==> config.mk <==
export PLATFORM = sky130hd
export DESIGN_NAME = battery_level_averager
export DESIGN_NICKNAME = d
export VERILOG_FILES = /design/src/hw/rtl/bla_pkg.sv /design/src/hw/rtl/battery_level_averager.sv
export VERILOG_INCLUDE_DIRS = /design/src /design/src/hw/rtl
export SDC_FILE = /design/constraint.sdc
export NUM_CORES = 1
export LEC_CHECK = 0
export BUFFER_PORTS_ARGS = -buffer_cell sky130_fd_sc_hd__buf_2
export CAP_MARGIN = 30
export CORE_MARGIN = 10
export CORE_UTILIZATION = 68
export DETAILED_ROUTE_END_ITERATION = 8
export MAX_ROUTING_LAYER = met4
export PLACE_DENSITY_LB_ADDON = 0.3
export SLEW_MARGIN = 20
export SYNTH_ARGS = -nofsm -noshare
export SYNTH_HDL_FRONTEND = slang
export SYNTH_SLANG_ARGS = --single-unit
==> constraint.sdc <==
create_clock -name aclk -period 8.6 [get_ports aclk]
set_input_delay 1.72 -clock aclk [delete_from_list [all_inputs] [get_ports aclk]]
set_output_delay 1.72 -clock aclk [all_outputs]
set_load 0.005 [all_outputs]
==> src/hw/rtl/battery_level_averager_defines.svh <==
// ----------------------------------------------------------------------------
// Battery level averager assertion macros
// Shared property wrappers clocked on aclk and held off during reset.
// ----------------------------------------------------------------------------
`ifndef BATTERY_LEVEL_AVERAGER_DEFINES_SVH
`define BATTERY_LEVEL_AVERAGER_DEFINES_SVH

// Check a consequence in the same cycle as its cause
`define BLA_ASSERT_NOW(label, ante, cons, msg) \
    label: assert property (@(posedge aclk) disable iff (!aresetn) (ante) |-> (cons)) \
        else $error(msg);

// Check a consequence in the cycle after its cause
`define BLA_ASSERT_NEXT(label, ante, cons, msg) \
    label: assert property (@(posedge aclk) disable iff (!aresetn) (ante) |=> (cons)) \
        else $error(msg);

`endif

==> src/hw/rtl/bla_pkg.sv <==
// ----------------------------------------------------------------------------
// Battery level averager package
// Field widths, register map, reset values and arithmetic constants.
// ----------------------------------------------------------------------------
package bla_pkg;

    // Parameter defaults
    localparam int DEFAULT_MAX_SAMPLES = 256;
    localparam int DEFAULT_ADC_BITS    = 10;

    // Register field widths
    localparam int TGT_W   = 9;
    localparam int TICK_W  = 16;
    localparam int RATIO_W = 12;
    localparam int MV_W    = 14;
    localparam int PCT_W   = 7;

    // APB port
    localparam int APB_ADDR_W = 5;
    localparam int APB_DATA_W = 32;
    localparam int REG_IDX_W  = 3;

    // Register indexes (byte address / 4)
    localparam logic [REG_IDX_W-1:0] REG_TARGET   = 3'd0;
    localparam logic [REG_IDX_W-1:0] REG_INTERVAL = 3'd1;
    localparam logic [REG_IDX_W-1:0] REG_DELAY    = 3'd2;
    localparam logic [REG_IDX_W-1:0] REG_RATIO    = 3'd3;
    localparam logic [REG_IDX_W-1:0] REG_EMPTY    = 3'd4;
    localparam logic [REG_IDX_W-1:0] REG_FULL     = 3'd5;

    // Register reset values
    localparam logic [TGT_W-1:0]   RST_TARGET   = 9'd10;
    localparam logic [TICK_W-1:0]  RST_INTERVAL = 16'd10;
    localparam logic [TICK_W-1:0]  RST_DELAY    = 16'd1000;
    localparam logic [RATIO_W-1:0] RST_RATIO    = 12'd1024;
    localparam logic [MV_W-1:0]    RST_EMPTY    = 14'd3300;
    localparam logic [MV_W-1:0]    RST_FULL     = 14'd4200;

    // Arithmetic constants
    localparam logic [TICK_W-1:0] COUNTER_MAX = 16'hFFFF;
    localparam logic [MV_W-1:0]   MV_MAX      = 14'h3FFF;
    localparam int                MV_SCALE    = 1000;
    localparam int                MV_SCALE_W  = 10;
    localparam int                PCT_FULL    = 100;
    localparam int                RATIO_FRAC  = 8;

    // Serial multiplier operand width (ratio times millivolt scale)
    localparam int K_W    = RATIO_W + MV_SCALE_W;
    localparam int STEP_W = $clog2(K_W + 1);

endpackage

==> src/hw/rtl/battery_level_averager.sv <==
// ----------------------------------------------------------------------------
// Battery level averager
// Averages converter readings over a round and gauges the battery charge.
// ----------------------------------------------------------------------------
// Each input beat is one millisecond tick carrying the current converter
// reading; each tick gives exactly one output beat with the held millivolts,
// the held percentage and the round status. A tick that does not complete a
// round is accepted and its result beat is registered at the accepting
// edge, so such ticks can follow every cycle while the output side keeps up.
// A tick that completes a round starts the bit-serial arithmetic unit: a
// shift-add multiplier takes one bit of the 22-bit scale per cycle, then one
// restoring divider produces one quotient bit per cycle, 14 bits of
// millivolts and 7 bits of percentage, with a setup state (ST_OVF, ST_PCT)
// before each and a final state (ST_DONE) that loads the result beat. The
// millivolt division is skipped when the millivolts saturate, the percentage
// division when it clamps, and no tick is taken until the beat is loaded.
// ----------------------------------------------------------------------------
`include "battery_level_averager_defines.svh"

module battery_level_averager #(
    parameter int MAX_SAMPLES = bla_pkg::DEFAULT_MAX_SAMPLES,
    parameter int ADC_BITS    = bla_pkg::DEFAULT_ADC_BITS
) (
    input  logic                            aclk,
    input  logic                            aresetn,

    // Tick stream
    input  logic                            s_tvalid,
    output logic                            s_tready,
    input  logic [((ADC_BITS+7)/8)*8-1:0]   s_tdata,  // [ADC_BITS-1:0] adc_sample
    // Result stream
    output logic                            m_tvalid,
    input  logic                            m_tready,
    // [13:0] battery_mv, [20:14] battery_percent
    output logic [((bla_pkg::MV_W+bla_pkg::PCT_W+7)/8)*8-1:0] m_tdata,
    output logic [1:0]                      m_tuser,  // [0] round_complete, [1] round_finished_now

    // Configuration
    input  logic                            psel,
    input  logic                            penable,
    input  logic                            pwrite,
    input  logic [bla_pkg::APB_ADDR_W-1:0]  paddr,
    input  logic [bla_pkg::APB_DATA_W-1:0]  pwdata,
    output logic [bla_pkg::APB_DATA_W-1:0]  prdata,
    output logic                            pready
);

    import bla_pkg::*;

    localparam int N_W        = $clog2(MAX_SAMPLES + 1);
    localparam int SUM_W      = ADC_BITS + N_W;
    localparam int DEN_W      = N_W + ADC_BITS;
    localparam int PROD_W     = SUM_W + K_W;
    localparam int NUMQ_W     = PROD_W - RATIO_FRAC;
    localparam int PCT_NUM_W  = MV_W + PCT_W;
    localparam int DIV_A      = (NUMQ_W > DEN_W + MV_W) ? NUMQ_W : DEN_W + MV_W;
    localparam int DIV_W      = (DIV_A > PCT_NUM_W) ? DIV_A : PCT_NUM_W;
    localparam int CMP_W      = (TGT_W > N_W) ? TGT_W : N_W;
    localparam int OUT_DATA_W = ((MV_W + PCT_W + 7) / 8) * 8;

    typedef enum logic [2:0] {
        ST_IDLE,
        ST_MUL,
        ST_OVF,
        ST_DIV,
        ST_PCT,
        ST_PDIV,
        ST_DONE
    } state_t;

    // Configuration registers
    logic [TGT_W-1:0]   cfg_target_reg;
    logic [TICK_W-1:0]  cfg_interval_reg;
    logic [TICK_W-1:0]  cfg_delay_reg;
    logic [RATIO_W-1:0] cfg_ratio_reg;
    logic [MV_W-1:0]    cfg_empty_reg;
    logic [MV_W-1:0]    cfg_full_reg;

    // Round state
    state_t             state_reg;
    logic [SUM_W-1:0]   sum_reg, sum_next, sum_add;
    logic [N_W-1:0]     count_reg, count_next, count_inc;
    logic [TICK_W-1:0]  tsr_reg, tsr_next, tsr_bump;
    logic [TICK_W-1:0]  tsc_reg, tsc_next, tsc_bump;
    logic               complete_reg, complete_next;
    logic               restart_reg, restart_next;
    logic [MV_W-1:0]    held_mv_reg;
    logic [PCT_W-1:0]   held_pct_reg;
    logic [STEP_W-1:0]  step_reg;
    logic               m_tvalid_reg;
    logic [OUT_DATA_W-1:0] m_tdata_reg;
    logic [1:0]         m_tuser_reg;

    // Arithmetic unit
    logic [PROD_W-1:0]  acc_reg;
    logic [PROD_W-1:0]  mcand_reg;
    logic [K_W-1:0]     mplier_reg;
    logic [DEN_W-1:0]   den_reg;
    logic [DIV_W-1:0]   rem_reg;
    logic [DIV_W-1:0]   dvs_reg;
    logic [MV_W-1:0]    quot_reg;

    logic               cfg_wr;
    logic               s_accept;
    logic [ADC_BITS-1:0] sample;
    logic [N_W-1:0]     eff_n;
    logic [DEN_W-1:0]   den_calc;
    logic               busy, start, take, finish;
    logic               load_beat;
    logic               div_ge;
    logic [MV_W-1:0]    quot_shift;
    logic [NUMQ_W-1:0]  numq;
    logic               mv_ovf;

    // ------------------------------------------------------------------------
    // Configuration port
    // ------------------------------------------------------------------------
    assign pready = 1'b1;
    assign cfg_wr = psel && penable && pwrite && pready;

    // Write registers on the access cycle
    always_ff @(posedge aclk) begin
        if (!aresetn) begin
            cfg_target_reg   <= RST_TARGET;
            cfg_interval_reg <= RST_INTERVAL;
            cfg_delay_reg    <= RST_DELAY;
            cfg_ratio_reg    <= RST_RATIO;
            cfg_empty_reg    <= RST_EMPTY;
            cfg_full_reg     <= RST_FULL;
        end else if (cfg_wr) begin
            unique case (paddr[APB_ADDR_W-1:2])
                REG_TARGET:   cfg_target_reg   <= pwdata[TGT_W-1:0];
                REG_INTERVAL: cfg_interval_reg <= pwdata[TICK_W-1:0];
                REG_DELAY:    cfg_delay_reg    <= pwdata[TICK_W-1:0];
                REG_RATIO:    cfg_ratio_reg    <= pwdata[RATIO_W-1:0];
                REG_EMPTY:    cfg_empty_reg    <= pwdata[MV_W-1:0];
                REG_FULL:     cfg_full_reg     <= pwdata[MV_W-1:0];
                default: ;
            endcase
        end
    end

    // Read back register values
    always_comb begin
        unique case (paddr[APB_ADDR_W-1:2])
            REG_TARGET:   prdata = APB_DATA_W'(cfg_target_reg);
            REG_INTERVAL: prdata = APB_DATA_W'(cfg_interval_reg);
            REG_DELAY:    prdata = APB_DATA_W'(cfg_delay_reg);
            REG_RATIO:    prdata = APB_DATA_W'(cfg_ratio_reg);
            REG_EMPTY:    prdata = APB_DATA_W'(cfg_empty_reg);
            REG_FULL:     prdata = APB_DATA_W'(cfg_full_reg);
            default:      prdata = '0;
        endcase
    end

    // ------------------------------------------------------------------------
    // Tick decode
    // ------------------------------------------------------------------------
    assign s_tready = (state_reg == ST_IDLE) && (!m_tvalid_reg || m_tready);
    assign s_accept = s_tvalid && s_tready;
    assign sample   = s_tdata[ADC_BITS-1:0];

    // Clamp the target to 1..MAX_SAMPLES
    always_comb begin
        if (cfg_target_reg == '0) begin
            eff_n = N_W'(1);
        end else if (CMP_W'(cfg_target_reg) > CMP_W'(MAX_SAMPLES)) begin
            eff_n = N_W'(MAX_SAMPLES);
        end else begin
            eff_n = N_W'(CMP_W'(cfg_target_reg));
        end
    end

    // Full-scale denominator: n * (2^ADC_BITS - 1)
    assign den_calc = DEN_W'({eff_n, {ADC_BITS{1'b0}}}) - DEN_W'(eff_n);

    // Saturate the elapsed counters
    assign tsr_bump = (tsr_reg == COUNTER_MAX) ? tsr_reg : tsr_reg + TICK_W'(1);
    assign tsc_bump = (tsc_reg == COUNTER_MAX) ? tsc_reg : tsc_reg + TICK_W'(1);

    assign busy      = complete_reg && (tsc_bump < cfg_delay_reg);
    assign start     = !busy && (restart_reg || complete_reg);
    assign take      = !busy && !start && (tsr_bump >= cfg_interval_reg);
    assign sum_add   = sum_reg + SUM_W'(sample);
    assign count_inc = (count_reg < eff_n) ? count_reg + N_W'(1) : count_reg;
    assign finish    = take && (count_inc >= eff_n);

    // A result beat loads on a plain tick or at the end of the arithmetic
    assign load_beat = (s_accept && !finish) || (state_reg == ST_DONE);

    // Next round state for an accepted tick
    always_comb begin
        sum_next      = sum_reg;
        count_next    = count_reg;
        tsr_next      = tsr_bump;
        tsc_next      = tsc_bump;
        complete_next = complete_reg;
        restart_next  = restart_reg;
        priority if (start) begin
            sum_next      = '0;
            count_next    = '0;
            tsr_next      = '0;
            complete_next = 1'b0;
            restart_next  = 1'b0;
        end else if (take) begin
            tsr_next   = '0;
            sum_next   = sum_add;
            count_next = count_inc;
            if (finish) begin
                complete_next = 1'b1;
                tsc_next      = '0;
            end
        end
    end

    // ------------------------------------------------------------------------
    // Serial arithmetic helpers
    // ------------------------------------------------------------------------
    assign div_ge     = (rem_reg >= dvs_reg);
    assign quot_shift = {quot_reg[MV_W-2:0], div_ge};
    assign numq       = acc_reg[PROD_W-1:RATIO_FRAC];
    assign mv_ovf     = (DIV_W'(numq) >= (DIV_W'(den_reg) << MV_W));

    // ------------------------------------------------------------------------
    // Sequencer, round state and result beat
    // ------------------------------------------------------------------------
    always_ff @(posedge aclk) begin
        if (!aresetn) begin
            state_reg    <= ST_IDLE;
            sum_reg      <= '0;
            count_reg    <= '0;
            tsr_reg      <= '0;
            tsc_reg      <= '0;
            complete_reg <= 1'b0;
            restart_reg  <= 1'b1;
            held_mv_reg  <= '0;
            held_pct_reg <= '0;
            step_reg     <= '0;
            m_tvalid_reg <= 1'b0;
            m_tdata_reg  <= '0;
            m_tuser_reg  <= '0;
        end else begin
            // Load a new beat, else drop the one just taken
            if (load_beat) begin
                m_tvalid_reg <= 1'b1;
            end else if (m_tready) begin
                m_tvalid_reg <= 1'b0;
            end
            unique case (state_reg)
                ST_IDLE: begin
                    if (s_accept) begin
                        sum_reg      <= sum_next;
                        count_reg    <= count_next;
                        tsr_reg      <= tsr_next;
                        tsc_reg      <= tsc_next;
                        complete_reg <= complete_next;
                        restart_reg  <= restart_next;
                        if (finish) begin
                            step_reg  <= '0;
                            state_reg <= ST_MUL;
                        end else begin
                            m_tdata_reg  <= OUT_DATA_W'({held_pct_reg, held_mv_reg});
                            m_tuser_reg  <= {1'b0, complete_next};
                        end
                    end
                end
                ST_MUL: begin
                    step_reg <= step_reg + STEP_W'(1);
                    if (step_reg == STEP_W'(K_W - 1)) begin
                        state_reg <= ST_OVF;
                    end
                end
                ST_OVF: begin
                    step_reg <= '0;
                    if (mv_ovf) begin
                        held_mv_reg <= MV_MAX;
                        state_reg   <= ST_PCT;
                    end else begin
                        state_reg <= ST_DIV;
                    end
                end
                ST_DIV: begin
                    step_reg <= step_reg + STEP_W'(1);
                    if (step_reg == STEP_W'(MV_W - 1)) begin
                        held_mv_reg <= quot_shift;
                        state_reg   <= ST_PCT;
                    end
                end
                ST_PCT: begin
                    step_reg <= '0;
                    priority if (held_mv_reg <= cfg_empty_reg) begin
                        held_pct_reg <= '0;
                        state_reg    <= ST_DONE;
                    end else if (held_mv_reg >= cfg_full_reg) begin
                        held_pct_reg <= PCT_W'(PCT_FULL);
                        state_reg    <= ST_DONE;
                    end else begin
                        state_reg <= ST_PDIV;
                    end
                end
                ST_PDIV: begin
                    step_reg <= step_reg + STEP_W'(1);
                    if (step_reg == STEP_W'(PCT_W - 1)) begin
                        held_pct_reg <= quot_shift[PCT_W-1:0];
                        state_reg    <= ST_DONE;
                    end
                end
                ST_DONE: begin
                    m_tdata_reg  <= OUT_DATA_W'({held_pct_reg, held_mv_reg});
                    m_tuser_reg  <= 2'b11;
                    state_reg    <= ST_IDLE;
                end
            endcase
        end
    end

    // ------------------------------------------------------------------------
    // Bit-serial multiplier and restoring divider
    // ------------------------------------------------------------------------
    always_ff @(posedge aclk) begin
        unique case (state_reg)
            ST_IDLE: begin
                // Capture operands on each accepted tick, for use if it completes the round
                if (s_accept) begin
                    acc_reg    <= '0;
                    mcand_reg  <= PROD_W'(sum_add);
                    mplier_reg <= K_W'(cfg_ratio_reg) * K_W'(MV_SCALE);
                    den_reg    <= den_calc;
                end
            end
            ST_MUL: begin
                // Add one partial product per multiplier bit
                if (mplier_reg[0]) begin
                    acc_reg <= acc_reg + mcand_reg;
                end
                mcand_reg  <= mcand_reg << 1;
                mplier_reg <= mplier_reg >> 1;
            end
            ST_OVF: begin
                rem_reg  <= DIV_W'(numq);
                dvs_reg  <= DIV_W'(den_reg) << (MV_W - 1);
                quot_reg <= '0;
            end
            ST_DIV, ST_PDIV: begin
                // One restoring step per quotient bit
                if (div_ge) begin
                    rem_reg <= rem_reg - dvs_reg;
                end
                dvs_reg  <= dvs_reg >> 1;
                quot_reg <= quot_shift;
            end
            ST_PCT: begin
                rem_reg  <= DIV_W'(held_mv_reg - cfg_empty_reg) * DIV_W'(PCT_FULL);
                dvs_reg  <= DIV_W'(cfg_full_reg - cfg_empty_reg) << (PCT_W - 1);
                quot_reg <= '0;
            end
            ST_DONE: ;
        endcase
    end

    assign m_tvalid = m_tvalid_reg;
    assign m_tdata  = m_tdata_reg;
    assign m_tuser  = m_tuser_reg;

    // ------------------------------------------------------------------------
    // Assertions
    // ------------------------------------------------------------------------
    `BLA_ASSERT_NOW(a_done_slot_free, state_reg == ST_DONE, !m_tvalid_reg, "slot busy at end")
    `BLA_ASSERT_NEXT(a_finish_mul, s_accept && finish, state_reg == ST_MUL, "no arith start")
    `BLA_ASSERT_NOW(a_pct_range, m_tvalid_reg, m_tdata_reg[20:14] <= PCT_W'(PCT_FULL), "pct high")
    `BLA_ASSERT_NOW(a_fin_complete, m_tvalid_reg && m_tuser_reg[1], m_tuser_reg[0], "not complete")
    `BLA_ASSERT_NOW(a_count_bound, 1'b1, count_reg <= N_W'(MAX_SAMPLES), "count above maximum")

endmodule
==> impl_metrics.yaml <==
worst_setup_path:
  endpoint_kind: "register"
  criticalPathCategory: "reg2reg"
  cp-start-kind: "register"
  crit_arrival_ns: 6.55
  cp_max_fo: 5
  critPathRequiredTime_ns: 8.89
clock_network:
  htreeDepth: 2
  clk_latency_ns: 0.58
  post_cts_buffers: 0
  cts.sinks: 398
  clockRootBuffer: "clkbuf_16"
  cts.repair.resized: 0
  clockBufferDepth: 3
  hold_buffers: 0
  clk_pin_slew_worst_paths_ns: 0.06
  cts_tree: "done"
  numCtsBuffers: 43
finish:
  antennaDiodeCount: 0
  multi_input_area_um2: 16400
  drive_gt1_share_pct: 7.36
  nFillCells: 2947
  nNetsFinal: 3512
  area_growth_pct: 7.66
  ff_latch_area_um2: 9990
yosys:
  avgSynthCellArea_um2: 8.99
  yosysWarnings: 0
  ys_ff_latch: 398
  ys_async_sr_fraction_pct: 0
  syn-instance-count: 3093
  ys.flop_type: "edfxtp_1"
  synth_cell_types: 84
  ys_seq_area_share_pct: 35.9
  syn_area_um2: 27800
  synth-edff-count: 202
sta:
  fmaxAchievable_ghz: 0.160
  post-route-period-util_pct: 72.7
  slew_viol_final: 0
  setup_violations: 0
  period_needed_ns: 6.25
  finalHoldViolCount: 0
  slew_headroom_pct: 42.2
  setup_tns_ns: 0
  rsz0062_at_grt: "false"
  holdWs_ns: 0.455
  worst_pin_slew_ns: 0.867
  finalClockSkew_ns: 0.0220
grt:
  grt_start_max_net_pins: 71
  grt_pass1_wl_mm: 117
  antenna_found_initial: 0
  overflow: 0
  gr-usage-all-layers_pct: 29.2
  first_global_vias: 22800
die:
  fp.dieH_um: 222
  core_um2: 40600
  rows: 74
  die_area_um2: 49400
  ios: 121
  die_w_um: 222
  start_util_pct: 68.4
route:
  vias: 23300
  viasPerCell: 6.34
  drc: 0
  totalWireLength_mm: 72.5
  antenna_left: 0
  firstDrtPassIters: 5
  routedWlPerCell_um: 19.8
  dr.first_iter.drc_count: 2260
power:
  intPower_mw: 3.27
  combinationalPowerShare_pct: 9.8
  power.net_switching_mw: 1.09
  ir_drop_v: 0.000176
  sequentialPowerShare_pct: 47.4
  p_leak_nw: 13.0
  p_sw_share_pct: 25.0
  p_per_area_nw_per_um2: 146
  clkPwrFrac_pct: 42.9
job:
  maxCapViolCount: 0
place:
  gp_congestion: 0.959
  io_buffers: 76
  hpwl_mm: 52.8
worst_hold_path:
  holdCritPathClass: "reg2reg"
status:
  outcome: "finished clean"
per-stage QoR:
| stage | total power, mW | util (%) | std cells | cell area (um^2) | setup slack (ns) |
|---|---|---|---|---|---|
| after floorplan | 2.41 | - | 3112 | 27900 | 3.29 |
| after global placement | 2.50 | 69.9 | 3585 | 28400 | 2.60 |
| after detailed placement | 2.52 | 70.1 | 3590 | 28500 | 2.45 |
| after CTS | 4.36 | 73.5 | 3669 | 29900 | 2.42 |
| after global routing | 4.49 | 73.6 | 3672 | 29900 | 1.88 |
| final | 4.36 | 73.6 | 3672 | 29900 | 2.35 |
power groups by stage:
stage / logic (mW) / clock network (mW) / registers, mW
after floorplan: 0.317 / 0 / 2.09
after global placement: 0.396 / 0 / 2.10
after detailed placement: 0.414 / 0 / 2.10
after CTS: 0.419 / 1.88 / 2.06
after global routing: 0.471 / 1.96 / 2.07
final: 0.426 / 1.87 / 2.06
per-layer routing:
metal / wire [um] / vias up / global-route usage (%) / share of wire, %
met5: 0 / - / - / 0
met3: 5740 / 192 / 3.91 / 7.9
met1: 29600 / 11100 / 36.2 / 41
met4: 3140 / 0 / 13.0 / 4.3
li1: - / 11000 / - / -
met2: 34000 / 991 / 46.9 / 47
worst max-delay path, cell delays in order (launching register included):
cell      delay (ns)
dfxtp_1         0.37
inv_1           0.16
ha_1            0.36
nor2b_1         0.15
o21bai_1        0.14
a21oi_1         0.11
o21a_1          0.23
a31o_2          0.28
a21o_1          0.18
a21o_1          0.20
a21o_1          0.18
a21o_1          0.20
xor2_1          0.39
ha_1            0.22
inv_1           0.05
fa_1            0.45
fa_1            0.52
inv_1           0.05
ha_1            0.33
o21ai_0         0.11
a21oi_1         0.42
mux2i_1         0.25
nor2_1          0.06
o21ai_0         0.41
o211ai_1        0.16
cell usage in the layout, fill, tap and decap left out, types with 18 or more instances in the layout:
master	netlist	final
o21bai_1	19	19
a211oi_1	23	23
nand2b_1	21	21
conb_1	2	21
buf_2	9	75
or3_1	35	35
nand3_1	92	92
o22ai_1	18	18
mux2i_1	35	35
nor2_1	182	181
ha_1	289	289
o21ai_0	121	121
dfxtp_1	196	195
edfxtp_1	202	202
and3_1	53	53
o21a_1	19	19
nand4_1	35	35
a22oi_1	41	41
xnor2_1	93	93
and2_1	20	20
o211ai_1	55	55
nor2b_1	46	46
nor3_1	28	27
inv_1	230	229
clkbuf_16	0	45
xor2_1	73	73
a21o_1	84	84
nand2_1	404	401
buf_4	21	27
a21oi_1	261	259
fa_1	57	57
cells in the mapped netlist (6+ instances only):
cell type  count  area, um^2
buf_2          9        45.0
a22oi_1       41         308
nand3_1       92         460
mux2i_1       35         350
o21bai_1      19         143
o21ai_1       10        50.1
nand2b_1      21         131
a311oi_1       6        52.6
clkbuf_1     118         443
o211ai_1      55         413
fa_1          57        1140
a21o_1        84         631
buf_4         21         158
and3_1        53         332
buf_1          8        30.0
nor3_1        28         140
a31oi_1       15        93.8
a21oi_1      261        1310
nor3b_1        8        60.1
a31o_2         6        52.6
edfxtp_1     202        6070
a41oi_1        6        52.6
nor2b_1       46         288
nand4_1       35         219
nor2_1       182         683
inv_1        230         863
o221ai_1       8        70.1
o21a_1        19         143
xnor2_1       93         815
dfxtp_1      196        3920
xor2_1        73         639
or3_1         35         219
nor4_1        11        68.8
nand2_1      404        1520
or2_2          6        37.5
o31ai_1       12        90.1
o221a_2       15         169
a21boi_0       9        67.6
o21ai_0      121         606
o22ai_1       18         113
and2_1        20         125
o41ai_1        9        78.8
a211oi_1      23         173
ha_1         289        3620
kinds of logic after synthesis:
group | Yosys count | synth area share (%)
AND/OR/NAND/NOR | 964 | 16.1
other | 2 | 0.0270
multiplexers | 42 | 1.63
adder cells (fa/ha/maj) | 346 | 17.1
buffers and inverters | 389 | 5.60
XOR/XNOR | 167 | 5.29
flip-flops | 398 | 35.9
AO/OA/AOI/OAI | 785 | 18.3
cell type report:
type	count	share of cell area (%)
Sequential cell	398	33.4
Clock buffer	63	4.22
Multi-Input combinational cell	2325	54.6
Inverter	232	2.91
Timing Repair Buffer	106	2.15
Clock inverter	16	0.452
Tap cell	532	2.22
final timing paths:
| path | startpoint | to | slack (ns) | cells past startpoint |
|---|---|---|---|---|
| setup / recovery | cfg_empty_reg[1] | rem_reg[25] | 2.35 | 24 |
| hold / removal | m_tdata[16] | m_tdata[16] | 0.45 | 2 |
| setup reg to reg | cfg_empty_reg[1] | rem_reg[25] | 2.35 | 24 |
| hold reg to reg | m_tdata[16] | m_tdata[16] | 0.45 | 2 |
Note: power is estimated with default switching activity, not from simulation.
